**src/rtl/tfi_pkg.sv**
```systemverilog
`timescale 1ns / 1ps
// ----------------------------------------------------------------------------
// Tween frame interpolator package
// Shared widths, payload types and command/register codes.
// ----------------------------------------------------------------------------
package tfi_pkg;

	localparam int VAL_W      = 24;
	localparam int FRAME_W    = 16;
	localparam int DELTA_W    = 25;
	localparam int RUNS_W     = 11;
	localparam int REPCNT_W   = 10;
	localparam int CFG_IDX_W  = 3;

	typedef logic signed [VAL_W-1:0] value_t;
	typedef logic [FRAME_W-1:0]      frame_t;
	typedef logic [1:0]              kind_t;

	// command kinds
	localparam kind_t KIND_START_ABS = 2'd0;
	localparam kind_t KIND_START_REL = 2'd1;
	localparam kind_t KIND_STOP      = 2'd2;
	localparam kind_t KIND_TICK      = 2'd3;

	// repeat modes
	localparam logic [1:0] REP_SINGLE  = 2'd0;
	localparam logic [1:0] REP_COUNTED = 2'd1;
	localparam logic [1:0] REP_ENDLESS = 2'd2;

	// configuration register indexes
	localparam logic [CFG_IDX_W-1:0] CFG_REPEAT_MODE     = 3'd0;
	localparam logic [CFG_IDX_W-1:0] CFG_REPEAT_COUNT    = 3'd1;
	localparam logic [CFG_IDX_W-1:0] CFG_YOYO_ENABLE     = 3'd2;
	localparam logic [CFG_IDX_W-1:0] CFG_START_BACKWARD  = 3'd3;
	localparam logic [CFG_IDX_W-1:0] CFG_FRAME_COUNT     = 3'd4;
	localparam logic [CFG_IDX_W-1:0] CFG_POSITION_OFFSET = 3'd5;

	localparam value_t VAL_MAX = 24'sh7FFFFF;
	localparam value_t VAL_MIN = 24'sh800000;

endpackage

```
**src/rtl/tfi_in_if.sv**
```systemverilog
`timescale 1ns / 1ps
// ----------------------------------------------------------------------------
// Tween command channel
// Valid/ready channel carrying one command item.
// ----------------------------------------------------------------------------
interface tfi_in_if
	import tfi_pkg::*;
();
	logic   valid;
	logic   ready;
	kind_t  kind;
	value_t value_a;
	value_t value_b;

	modport source (output valid, output kind, output value_a, output value_b, input ready);
	modport sink   (input valid, input kind, input value_a, input value_b, output ready);
endinterface

```
**src/rtl/tfi_out_if.sv**
```systemverilog
`timescale 1ns / 1ps
// ----------------------------------------------------------------------------
// Tween result channel
// Valid/ready channel carrying one position report item.
// ----------------------------------------------------------------------------
interface tfi_out_if
	import tfi_pkg::*;
();
	logic   valid;
	logic   ready;
	value_t position;
	logic   finished;
	frame_t frame_index;

	modport source (output valid, output position, output finished, output frame_index,
		input ready);
	modport sink   (input valid, input position, input finished, input frame_index,
		output ready);
endinterface

```
**src/rtl/tween_frame_interpolator_core.sv**
```systemverilog
`timescale 1ns / 1ps
// ----------------------------------------------------------------------------
// Tween frame interpolator core
// Linear Q16.8 position animator with repeat and yoyo control.
// ----------------------------------------------------------------------------
// Usage:
//   in_ch carries command items (start absolute, start relative, stop, frame
//   tick); every accepted item yields exactly one report item on out_ch with
//   the saturated position, the finished flag and the frame index.
//   cfg_we/cfg_index/cfg_data write the six setup registers; write them only
//   while the core is idle with every report delivered.
// Sequencing and throughput:
//   Start, stop, snapping ticks and ticks while finished go straight from
//   accept to report. An interpolating tick runs a bit-serial multiplier
//   (16 steps, one bit of the frame term per cycle) and then a restoring
//   divider (25 steps, one quotient bit per cycle), then applies the
//   quotient and reports; the next item is taken once the report is in the
//   output register. The shared shift/add datapath allows one item in
//   flight at a time.
// Reset:
//   arst_n clears the animation state; the core comes up finished at
//   position zero with the default registers.
// Stall:
//   A report waits in the output register while out_ch.ready is low; the
//   core still accepts and works on the next item and holds its report
//   until the output register frees.
// ----------------------------------------------------------------------------
module tween_frame_interpolator_core
	import tfi_pkg::*;
(
	input  logic                 clk,
	input  logic                 arst_n,
	input  logic                 cfg_we,
	input  logic [CFG_IDX_W-1:0] cfg_index,
	input  logic [VAL_W-1:0]     cfg_data,
	tfi_in_if.sink               in_ch,
	tfi_out_if.source            out_ch
);

	localparam logic [2:0] ST_IDLE  = 3'd0;
	localparam logic [2:0] ST_MUL   = 3'd1;
	localparam logic [2:0] ST_DIV   = 3'd2;
	localparam logic [2:0] ST_APPLY = 3'd3;
	localparam logic [2:0] ST_EMIT  = 3'd4;

	localparam int PROD_W = DELTA_W + FRAME_W;  // multiplier register width
	localparam int QUO_W  = DELTA_W;            // quotient never exceeds |delta|
	localparam int CNT_W  = 5;
	localparam logic [CNT_W-1:0] MUL_LAST = CNT_W'(FRAME_W - 1);
	localparam logic [CNT_W-1:0] DIV_LAST = CNT_W'(QUO_W - 1);

	// Saturate a wide signed sum into Q16.8.
	function automatic value_t sat_val(input logic signed [VAL_W+2:0] v);
		value_t r;
		if (v > (VAL_W+3)'(VAL_MAX))
			r = VAL_MAX;
		else if (v < (VAL_W+3)'(VAL_MIN))
			r = VAL_MIN;
		else
			r = v[VAL_W-1:0];
		return r;
	endfunction

	// ---------------------------------------------------------------- setup
	logic [1:0]          repeat_mode_q;
	logic [REPCNT_W-1:0] repeat_count_q;
	logic                yoyo_enable_q;
	logic                start_backward_q;
	frame_t              frame_count_q;
	value_t              position_offset_q;

	always_ff @(posedge clk or negedge arst_n) begin
		if (!arst_n) begin
			repeat_mode_q     <= REP_SINGLE;
			repeat_count_q    <= REPCNT_W'(1);
			yoyo_enable_q     <= 1'b0;
			start_backward_q  <= 1'b0;
			frame_count_q     <= FRAME_W'(2);
			position_offset_q <= '0;
		end else if (cfg_we) begin
			case (cfg_index)
				CFG_REPEAT_MODE:     repeat_mode_q     <= cfg_data[1:0];
				CFG_REPEAT_COUNT:    repeat_count_q    <= cfg_data[REPCNT_W-1:0];
				CFG_YOYO_ENABLE:     yoyo_enable_q     <= cfg_data[0];
				CFG_START_BACKWARD:  start_backward_q  <= cfg_data[0];
				CFG_FRAME_COUNT:     frame_count_q     <= cfg_data[FRAME_W-1:0];
				CFG_POSITION_OFFSET: position_offset_q <= cfg_data;
				default: ;
			endcase
		end
	end

	// ------------------------------------------------------- animation state
	logic [2:0]                 state_q;
	logic [CNT_W-1:0]           cnt_q;
	value_t                     run_start_q;
	value_t                     run_end_q;
	logic signed [DELTA_W-1:0]  run_delta_q;
	value_t                     current_q;
	frame_t                     frame_pos_q;
	logic                       reversed_q;
	logic [RUNS_W-1:0]          runs_left_q;
	logic                       endless_q;

	// serial datapath
	logic [PROD_W-1:0]  p_q;      // product, then dividend/quotient shifter
	logic [FRAME_W-1:0] r_q;      // partial remainder
	logic [DELTA_W-1:0] mag_q;    // |run_delta|
	logic               neg_q;    // run_delta sign
	logic [FRAME_W-1:0] div_q;    // effective frame count - 1

	// output register
	logic   out_valid_q;
	value_t out_pos_q;
	logic   out_fin_q;
	frame_t out_idx_q;

	logic accept;
	logic finished;
	logic out_free;
	logic emit_load;

	assign in_ch.ready = (state_q == ST_IDLE);
	assign accept      = in_ch.valid && in_ch.ready;
	assign finished    = (runs_left_q == '0) && !endless_q;
	assign out_free    = !out_valid_q || out_ch.ready;
	assign emit_load   = (state_q == ST_EMIT) && out_free;

	// ---------------------------------------------------- start commands
	value_t              rel_end;
	value_t              br_from;
	value_t              br_to;
	logic [RUNS_W-1:0]   br_runs;

	always_comb begin
		rel_end = sat_val((VAL_W+3)'(run_end_q) + (VAL_W+3)'(in_ch.value_a));
		if (in_ch.kind == KIND_START_ABS) begin
			br_from = in_ch.value_a;
			br_to   = in_ch.value_b;
		end else begin
			br_from = current_q;
			br_to   = rel_end;
		end
		br_runs = (repeat_mode_q == REP_COUNTED) ? RUNS_W'(repeat_count_q) : RUNS_W'(1);
		if (yoyo_enable_q)
			br_runs = {br_runs[RUNS_W-2:0], 1'b0};
	end

	// ---------------------------------------------------- frame advance
	frame_t              fc_eff;
	logic [FRAME_W:0]    idx_inc;
	logic [FRAME_W:0]    idx_new;
	logic                idx_wrap;
	logic                idx_snap;
	logic                rev_new;
	frame_t              mul_term;

	always_comb begin
		fc_eff   = (frame_count_q < FRAME_W'(2)) ? FRAME_W'(2) : frame_count_q;
		idx_inc  = {1'b0, frame_pos_q} + (FRAME_W+1)'(1);
		idx_wrap = idx_inc > {1'b0, fc_eff};
		rev_new  = reversed_q;
		idx_new  = idx_inc;
		if (idx_wrap) begin
			if (yoyo_enable_q) begin
				rev_new = !reversed_q;
				idx_new = (FRAME_W+1)'(2);
			end else begin
				idx_new = (FRAME_W+1)'(1);
			end
		end
		idx_snap = idx_new == {1'b0, fc_eff};
		mul_term = idx_new[FRAME_W-1:0] - FRAME_W'(1);
	end

	// ---------------------------------------------------- serial arithmetic
	logic [DELTA_W:0]     mul_sum;
	logic [PROD_W-1:0]    p_next;
	logic [FRAME_W:0]     div_trial;
	logic [FRAME_W:0]     div_diff;
	logic                 div_ge;
	logic [FRAME_W-1:0]   r_next;

	always_comb begin
		// add the multiplicand under the current multiplier bit, shift right
		mul_sum   = {1'b0, p_q[PROD_W-1:FRAME_W]} + (p_q[0] ? {1'b0, mag_q} : '0);
		p_next    = {mul_sum, p_q[FRAME_W-1:1]};
		// bring down the next dividend bit, trial subtract
		div_trial = {r_q, p_q[QUO_W-1]};
		div_diff  = div_trial - {1'b0, div_q};
		div_ge    = div_trial >= {1'b0, div_q};
		r_next    = div_ge ? div_diff[FRAME_W-1:0] : div_trial[FRAME_W-1:0];
	end

	// apply the signed quotient to the run end points
	logic signed [DELTA_W:0]  part;
	logic signed [VAL_W+2:0]  base_ext;
	logic signed [VAL_W+2:0]  interp_sum;
	value_t                   interp_val;

	always_comb begin
		part       = neg_q ? -$signed({1'b0, p_q[QUO_W-1:0]}) : $signed({1'b0, p_q[QUO_W-1:0]});
		base_ext   = reversed_q ? (VAL_W+3)'(run_end_q) : (VAL_W+3)'(run_start_q);
		interp_sum = reversed_q ? base_ext - (VAL_W+3)'(part) : base_ext + (VAL_W+3)'(part);
		interp_val = sat_val(interp_sum);
	end

	// ---------------------------------------------------- control and state
	always_ff @(posedge clk or negedge arst_n) begin
		if (!arst_n) begin
			state_q     <= ST_IDLE;
			cnt_q       <= '0;
			run_start_q <= '0;
			run_end_q   <= '0;
			run_delta_q <= '0;
			current_q   <= '0;
			frame_pos_q <= '0;
			reversed_q  <= 1'b0;
			runs_left_q <= '0;
			endless_q   <= 1'b0;
		end else begin
			case (state_q)
				ST_IDLE: begin
					if (accept) begin
						state_q <= ST_EMIT;
						case (in_ch.kind)
							KIND_START_ABS, KIND_START_REL: begin
								run_start_q <= br_from;
								run_end_q   <= br_to;
								run_delta_q <= DELTA_W'(br_to) - DELTA_W'(br_from);
								frame_pos_q <= '0;
								reversed_q  <= start_backward_q;
								if (repeat_mode_q == REP_ENDLESS) begin
									endless_q   <= 1'b1;
									runs_left_q <= '0;
								end else begin
									endless_q   <= 1'b0;
									runs_left_q <= br_runs;
								end
							end
							KIND_STOP: begin
								runs_left_q <= '0;
								endless_q   <= 1'b0;
								current_q   <= in_ch.value_a;
							end
							KIND_TICK: begin
								if (!finished) begin
									frame_pos_q <= idx_new[FRAME_W-1:0];
									reversed_q  <= rev_new;
									if (idx_snap) begin
										current_q <= rev_new ? run_start_q : run_end_q;
										if (!endless_q && runs_left_q != '0)
											runs_left_q <= runs_left_q - RUNS_W'(1);
									end else begin
										state_q <= ST_MUL;
										cnt_q   <= '0;
									end
								end
							end
							default: ;
						endcase
					end
				end
				ST_MUL: begin
					cnt_q <= cnt_q + CNT_W'(1);
					if (cnt_q == MUL_LAST) begin
						cnt_q   <= '0;
						state_q <= ST_DIV;
					end
				end
				ST_DIV: begin
					cnt_q <= cnt_q + CNT_W'(1);
					if (cnt_q == DIV_LAST)
						state_q <= ST_APPLY;
				end
				ST_APPLY: begin
					current_q <= interp_val;
					state_q   <= ST_EMIT;
				end
				ST_EMIT: begin
					if (out_free)
						state_q <= ST_IDLE;
				end
				default: state_q <= ST_IDLE;
			endcase
		end
	end

	// datapath shifters, no reset needed
	always_ff @(posedge clk) begin
		if (accept && in_ch.kind == KIND_TICK) begin
			// load multiplicand magnitude, sign, divisor and multiplier
			mag_q <= run_delta_q[DELTA_W-1] ? DELTA_W'(-run_delta_q) : DELTA_W'(run_delta_q);
			neg_q <= run_delta_q[DELTA_W-1];
			div_q <= fc_eff - FRAME_W'(1);
			p_q   <= {{DELTA_W{1'b0}}, mul_term};
		end else if (state_q == ST_MUL) begin
			p_q <= p_next;
			// high dividend bits already sit below the divisor
			if (cnt_q == MUL_LAST)
				r_q <= {1'b0, p_next[PROD_W-2:QUO_W]};
		end else if (state_q == ST_DIV) begin
			r_q            <= r_next;
			p_q[QUO_W-1:0] <= {p_q[QUO_W-2:0], div_ge};
		end
	end

	// ---------------------------------------------------- output register
	always_ff @(posedge clk or negedge arst_n) begin
		if (!arst_n)
			out_valid_q <= 1'b0;
		else if (emit_load)
			out_valid_q <= 1'b1;
		else if (out_ch.ready)
			out_valid_q <= 1'b0;
	end

	always_ff @(posedge clk) begin
		if (emit_load) begin
			out_pos_q <= sat_val((VAL_W+3)'(current_q) + (VAL_W+3)'(position_offset_q));
			out_fin_q <= finished;
			out_idx_q <= frame_pos_q;
		end
	end

	assign out_ch.valid       = out_valid_q;
	assign out_ch.position    = out_pos_q;
	assign out_ch.finished    = out_fin_q;
	assign out_ch.frame_index = out_idx_q;

endmodule

```
**src/flat_wrapper.sv**
```systemverilog
// flat-port wrapper written by rule: the top's interface ports become plain ports
module tween_frame_interpolator_core_flat import tfi_pkg::*;
  (clk, arst_n, cfg_we, cfg_index, cfg_data, in_ch_valid, in_ch_kind, in_ch_value_a, in_ch_value_b, in_ch_ready, out_ch_valid, out_ch_position, out_ch_finished, out_ch_frame_index, out_ch_ready);
  tfi_in_if in_ch_i ();
  tfi_out_if out_ch_i ();
  input  logic clk;
  input  logic arst_n;
  input  logic cfg_we;
  input  logic [CFG_IDX_W-1:0] cfg_index;
  input  logic [VAL_W-1:0] cfg_data;
  input wire logic [$bits(in_ch_i.valid)-1:0] in_ch_valid;
  input wire logic [$bits(in_ch_i.kind)-1:0] in_ch_kind;
  input wire logic [$bits(in_ch_i.value_a)-1:0] in_ch_value_a;
  input wire logic [$bits(in_ch_i.value_b)-1:0] in_ch_value_b;
  output wire logic [$bits(in_ch_i.ready)-1:0] in_ch_ready;
  output wire logic [$bits(out_ch_i.valid)-1:0] out_ch_valid;
  output wire logic [$bits(out_ch_i.position)-1:0] out_ch_position;
  output wire logic [$bits(out_ch_i.finished)-1:0] out_ch_finished;
  output wire logic [$bits(out_ch_i.frame_index)-1:0] out_ch_frame_index;
  input wire logic [$bits(out_ch_i.ready)-1:0] out_ch_ready;
  assign in_ch_i.valid = in_ch_valid;
  assign in_ch_i.kind = in_ch_kind;
  assign in_ch_i.value_a = in_ch_value_a;
  assign in_ch_i.value_b = in_ch_value_b;
  assign in_ch_ready = in_ch_i.ready;
  assign out_ch_valid = out_ch_i.valid;
  assign out_ch_position = out_ch_i.position;
  assign out_ch_finished = out_ch_i.finished;
  assign out_ch_frame_index = out_ch_i.frame_index;
  assign out_ch_i.ready = out_ch_ready;
  tween_frame_interpolator_core u_core (.clk(clk), .arst_n(arst_n), .cfg_we(cfg_we), .cfg_index(cfg_index), .cfg_data(cfg_data), .in_ch(in_ch_i), .out_ch(out_ch_i));
endmodule
```
**config.mk**
```make
export PLATFORM = sky130hd
export DESIGN_NAME = tween_frame_interpolator_core_flat
export DESIGN_NICKNAME = d
export VERILOG_FILES = /design/src/rtl/tfi_pkg.sv /design/src/rtl/tfi_in_if.sv /design/src/rtl/tfi_out_if.sv /design/src/rtl/tween_frame_interpolator_core.sv /design/src/flat_wrapper.sv
export SDC_FILE = /design/constraint.sdc
export NUM_CORES = 1
export LEC_CHECK = 0
export BUFFER_PORTS_ARGS = -buffer_cell sky130_fd_sc_hd__buf_2
export CORE_AREA = 4 4 227 229
export DETAILED_ROUTE_END_ITERATION = 6
export DIE_AREA = 0 0 231 233
export MAX_ROUTING_LAYER = met4
export PLACE_DENSITY = 0.76
export SLEW_MARGIN = 20
export SYNTH_ARGS = -nofsm -noshare
export SYNTH_HDL_FRONTEND = slang
export SYNTH_SLANG_ARGS = --single-unit
export TNS_END_PERCENT = 5
```
**constraint.sdc**
```tcl
create_clock -name clk -period 6.9 [get_ports clk]
set_clock_uncertainty 0.15 [all_clocks]
set_input_delay 1.38 -clock clk [delete_from_list [all_inputs] [get_ports clk]]
set_output_delay 1.38 -clock clk [all_outputs]
set_load 0.005 [all_outputs]
```
==> flow_summary.json <==
{
  "run_status": "finished clean",
  "ioPinCount": 125,
  "yosys.area_share.simple": 0.162,
  "critPathArrivalTime_ns": 6.90,
  "first_iter_violations": 1838,
  "clock_path_buffers": 3,
  "ys_types": 97,
  "grt_pass1_vias": 20900,
  "critical_path.max_fanout": 15,
  "tightest_slew_ns": 1.06,
  "clock_latency_ns": 0.57,
  "grt_max_degree": 97,
  "cts_tree": "built",
  "p_switching_uw": 6890,
  "yosys.area_share.adder": 0.0896,
  "fmax_ghz": 0.152,
  "p_int_uw": 7860,
  "dieHeight_um": 233,
  "p_leak_uw": 0.0118,
  "die_area_um2": 53800,
  "rsz0062_at_grt": "no",
  "nets": 3121,
  "multi_input_area_um2": 15100,
  "hold_path.class": "reg2reg",
  "antenna_found_initial": 4,
  "netlist_instances": 2759,
  "synth_commonest_cells": "nand2_1, a21oi_1, o21ai_0",
  "num_rows": 82,
  "fin_crit_ns": 6.57,
  "pwr-share-comb": 0.609,
  "wl_per_cell_um": 21.4,
  "dr_total_vias": 21600,
  "cts_root_buffer": "clkbuf_16",
  "synth_flop_cell": "dfrtp_1",
  "area.growth.synth_to_final_pct": 11.7,
  "synth_enable_flop_cells": 115,
  "yosysWarnings": 0,
  "slew_violations": 0,
  "start_util": 0.495,
  "synth_area_leaders": "dfrtp_1, edfxtp_1, ha_1, xnor2_1, a21oi_1",
  "synth_top_family_by_area": "compound AO/OA/AOI/OAI gates",
  "setup.worst_path.start_class": "input port",
  "firstDrtPassIters": 5,
  "reg2reg_from": "u_core.frame_pos_q[0]$_DFFE_PN0P_",
  "grt-ovfl-total": 0,
  "drc_errors": 0,
  "crit_required_ns": 7.23,
  "hold_buffers": 0,
  "cts.sinks": 329,
  "clkTransAtPathRegs_ns": 0.06,
  "synth_compound_area_frac": 0.201,
  "synthArstFlopShare": 0.574,
  "ys_ff_latch": 329,
  "cp-end-kind": "flop",
  "cts_buffers": 39,
  "hold_depth": 2,
  "finalSetupViolCount": 0,
  "ir_worst_vdd_mv": 0.253,
  "crit_end": "u_core.run_delta_q[24]$_DFFE_PN0P_",
  "yosysTopAreaCell": "dfrtp_1",
  "nFillCells": 4544,
  "coreArea_um2": 49700,
  "maxSlewHeadroom": 0.294,
  "period_share": 0.951,
  "grt_usage": 0.286,
  "drt_wl_total_um": 76400,
  "port_buffers": 124,
  "final-hold-violation-count": 0,
  "regArea_um2": 8690,
  "sequentialPowerShare": 0.245,
  "drtAntennaViolNets": 0,
  "critPathLaunch": "in_ch_value_a[0]",
  "fin_util": 0.554,
  "hpwlAfterDp_um": 58700,
  "seq_area_frac_synth": 0.353,
  "synth.top_cell.area_share": 0.190,
  "pwr_density_cell_nw_per_um2": 537,
  "r2r_slack_ns": 0.57,
  "layout-drive-gt1-share": 0.140,
  "die_w_um": 231,
  "path_class": "in2reg",
  "muxShareOfSynthArea": 0.0763,
  "cts-htree-levels": 2,
  "grt_pass1_wl_um": 118000,
  "synth_area_um2": 24600,
  "synth_most_common_cell": "nand2_1",
  "dp_cells": 3499,
  "clkPwrFrac": 0.146,
  "drv_cap": 0,
  "r2r_end": "u_core.runs_left_q[2]$_DFFE_PN0P_",
  "routed_via_density": 6.05,
  "synthXorXnorAreaFrac": 0.0800,
  "syn_nets": 3012,
  "final_cells": 3575,
  "gp_congestion": 0.991,
  "p_sw_frac": 0.467,
  "reg2reg_depth": 18,
  "avgSynthCellArea_um2": 8.92
}
-- cells by family after synthesis --
family / count (synthesis)
flops: 329
compound gates: 793
mux: 176
xor+xnor: 224
fa+ha+maj: 173
buf+inv: 236
simple gates: 828
-- final cells by class --
class	count	share of cell area
Multi-Input combinational cell	2194	0.548
Sequential cell	329	0.316
Timing Repair Buffer	191	0.0416
Clock buffer	48	0.0383
Tap cell	672	0.0306
Inverter	113	0.0154
Clock inverter	24	0.0101
Antenna cell	4	0.000364
-- registers in the layout, summed over array words and instances (netlist names), 16 cells and up --
register / count
u_core.out_ch.position: 24
u_core.frame_count_q: 16
u_core.run_delta_q: 25
u_core.frame_pos_q: 16
u_core.out_ch.frame_index: 16
u_core.p_q: 41
u_core.r_q: 16
u_core.run_end_q: 24
u_core.current_q: 24
u_core.mag_q: 25
u_core.div_q: 16
u_core.run_start_q: 24
u_core.position_offset_q: 24
-- worst min-delay path by stage --
| stage | startpoint | end |
|---|---|---|
| after CTS | u_core.p_q[33]$_SDFFE_PP0P_ | u_core.p_q[33]$_SDFFE_PP0P_ |
| after global placement | u_core.p_q[33]$_SDFFE_PP0P_ | u_core.p_q[33]$_SDFFE_PP0P_ |
| after global routing | u_core.p_q[33]$_SDFFE_PP0P_ | u_core.p_q[33]$_SDFFE_PP0P_ |
| final | u_core.p_q[29]$_SDFFE_PP0P_ | u_core.p_q[29]$_SDFFE_PP0P_ |
| after detailed placement | u_core.p_q[37]$_SDFFE_PP0P_ | u_core.p_q[37]$_SDFFE_PP0P_ |
| after floorplan | u_core.frame_pos_q[10]$_DFFE_PN0P_ | u_core.out_ch.frame_index[10]$_DFFE_PP_ |
-- power by group through the flow --
stage | clock network, µW | registers [µW] | logic, µW
final | 2160 | 3610 | 8980
after global routing | 2280 | 3670 | 9920
after CTS | 2200 | 3590 | 8870
after detailed placement | 0 | 3620 | 8780
after global placement | 0 | 3600 | 8660
after floorplan | 0 | 3250 | 6640
-- critical path, cell delays in order --
cell	delay, ns
buf_2	0.13
ha_1	0.23
fa_1	0.42
a21oi_1	0.24
nand4b_1	0.18
a21oi_1	0.10
o21bai_2	0.19
a211oi_1	0.14
o21a_1	0.20
o21a_1	0.16
mux2_2	0.28
buf_4	0.20
nor2_1	0.08
o21ai_0	0.22
fa_1	0.52
a211oi_2	0.25
o21ai_0	0.14
a31oi_1	0.25
o21bai_1	0.15
a41oi_1	0.30
o21ai_0	0.17
o41ai_2	0.29
o21ai_0	0.18
a211oi_1	0.25
mux2i_1	0.10
a21oi_1	0.15
-- cell usage in the layout, fill, tap and decap left out, types with 38 or more instances in the layout --
master,netlist,final
a21o_1,53,53
a21oi_1,245,244
a31oi_1,38,38
and2_1,41,41
buf_2,11,123
buf_4,1,66
clkbuf_16,0,41
dfrtp_1,187,186
edfxtp_1,115,115
ha_1,165,165
inv_1,110,110
mux2_2,88,88
mux2i_1,87,87
nand2_1,308,307
nand3_1,62,62
nor2_1,181,178
nor3_1,45,44
o21ai_0,208,208
xnor2_1,146,146
xor2_1,77,77
-- metrics by stage --
step | power (µW) | hold slack (ns) | TNS [ns] | setup slack (ns) | cell area [µm²]
after global placement | 12300 | 0.299 | -0.374 | -0.219 | 26100
after global routing | 15900 | 0.330 | 0 | 0.000462 | 27500
after detailed placement | 12400 | 0.304 | -0.850 | -0.379 | 26100
after floorplan | 9890 | 0.270 | 0 | 0.148 | 24600
final | 14800 | 0.314 | 0 | 0.335 | 27500
after CTS | 14700 | 0.314 | 0 | 0.140 | 27500
-- repair_timing --
item,4_1_cts,5_1_grt
buffers inserted,0,0
endpoints found under the setup margin,0,3
resized for setup,0,4
-- routing by layer --
layer | global-route usage | part of all wire | vias up
met5 | - | 0 | -
met4 | 0.104 | 0.039 | 0
met3 | 0.0354 | 0.058 | 167
met2 | 0.471 | 0.48 | 771
met1 | 0.365 | 0.42 | 10400
li1 | - | - | 10300
Note: power is estimated with default switching activity, not from simulation.
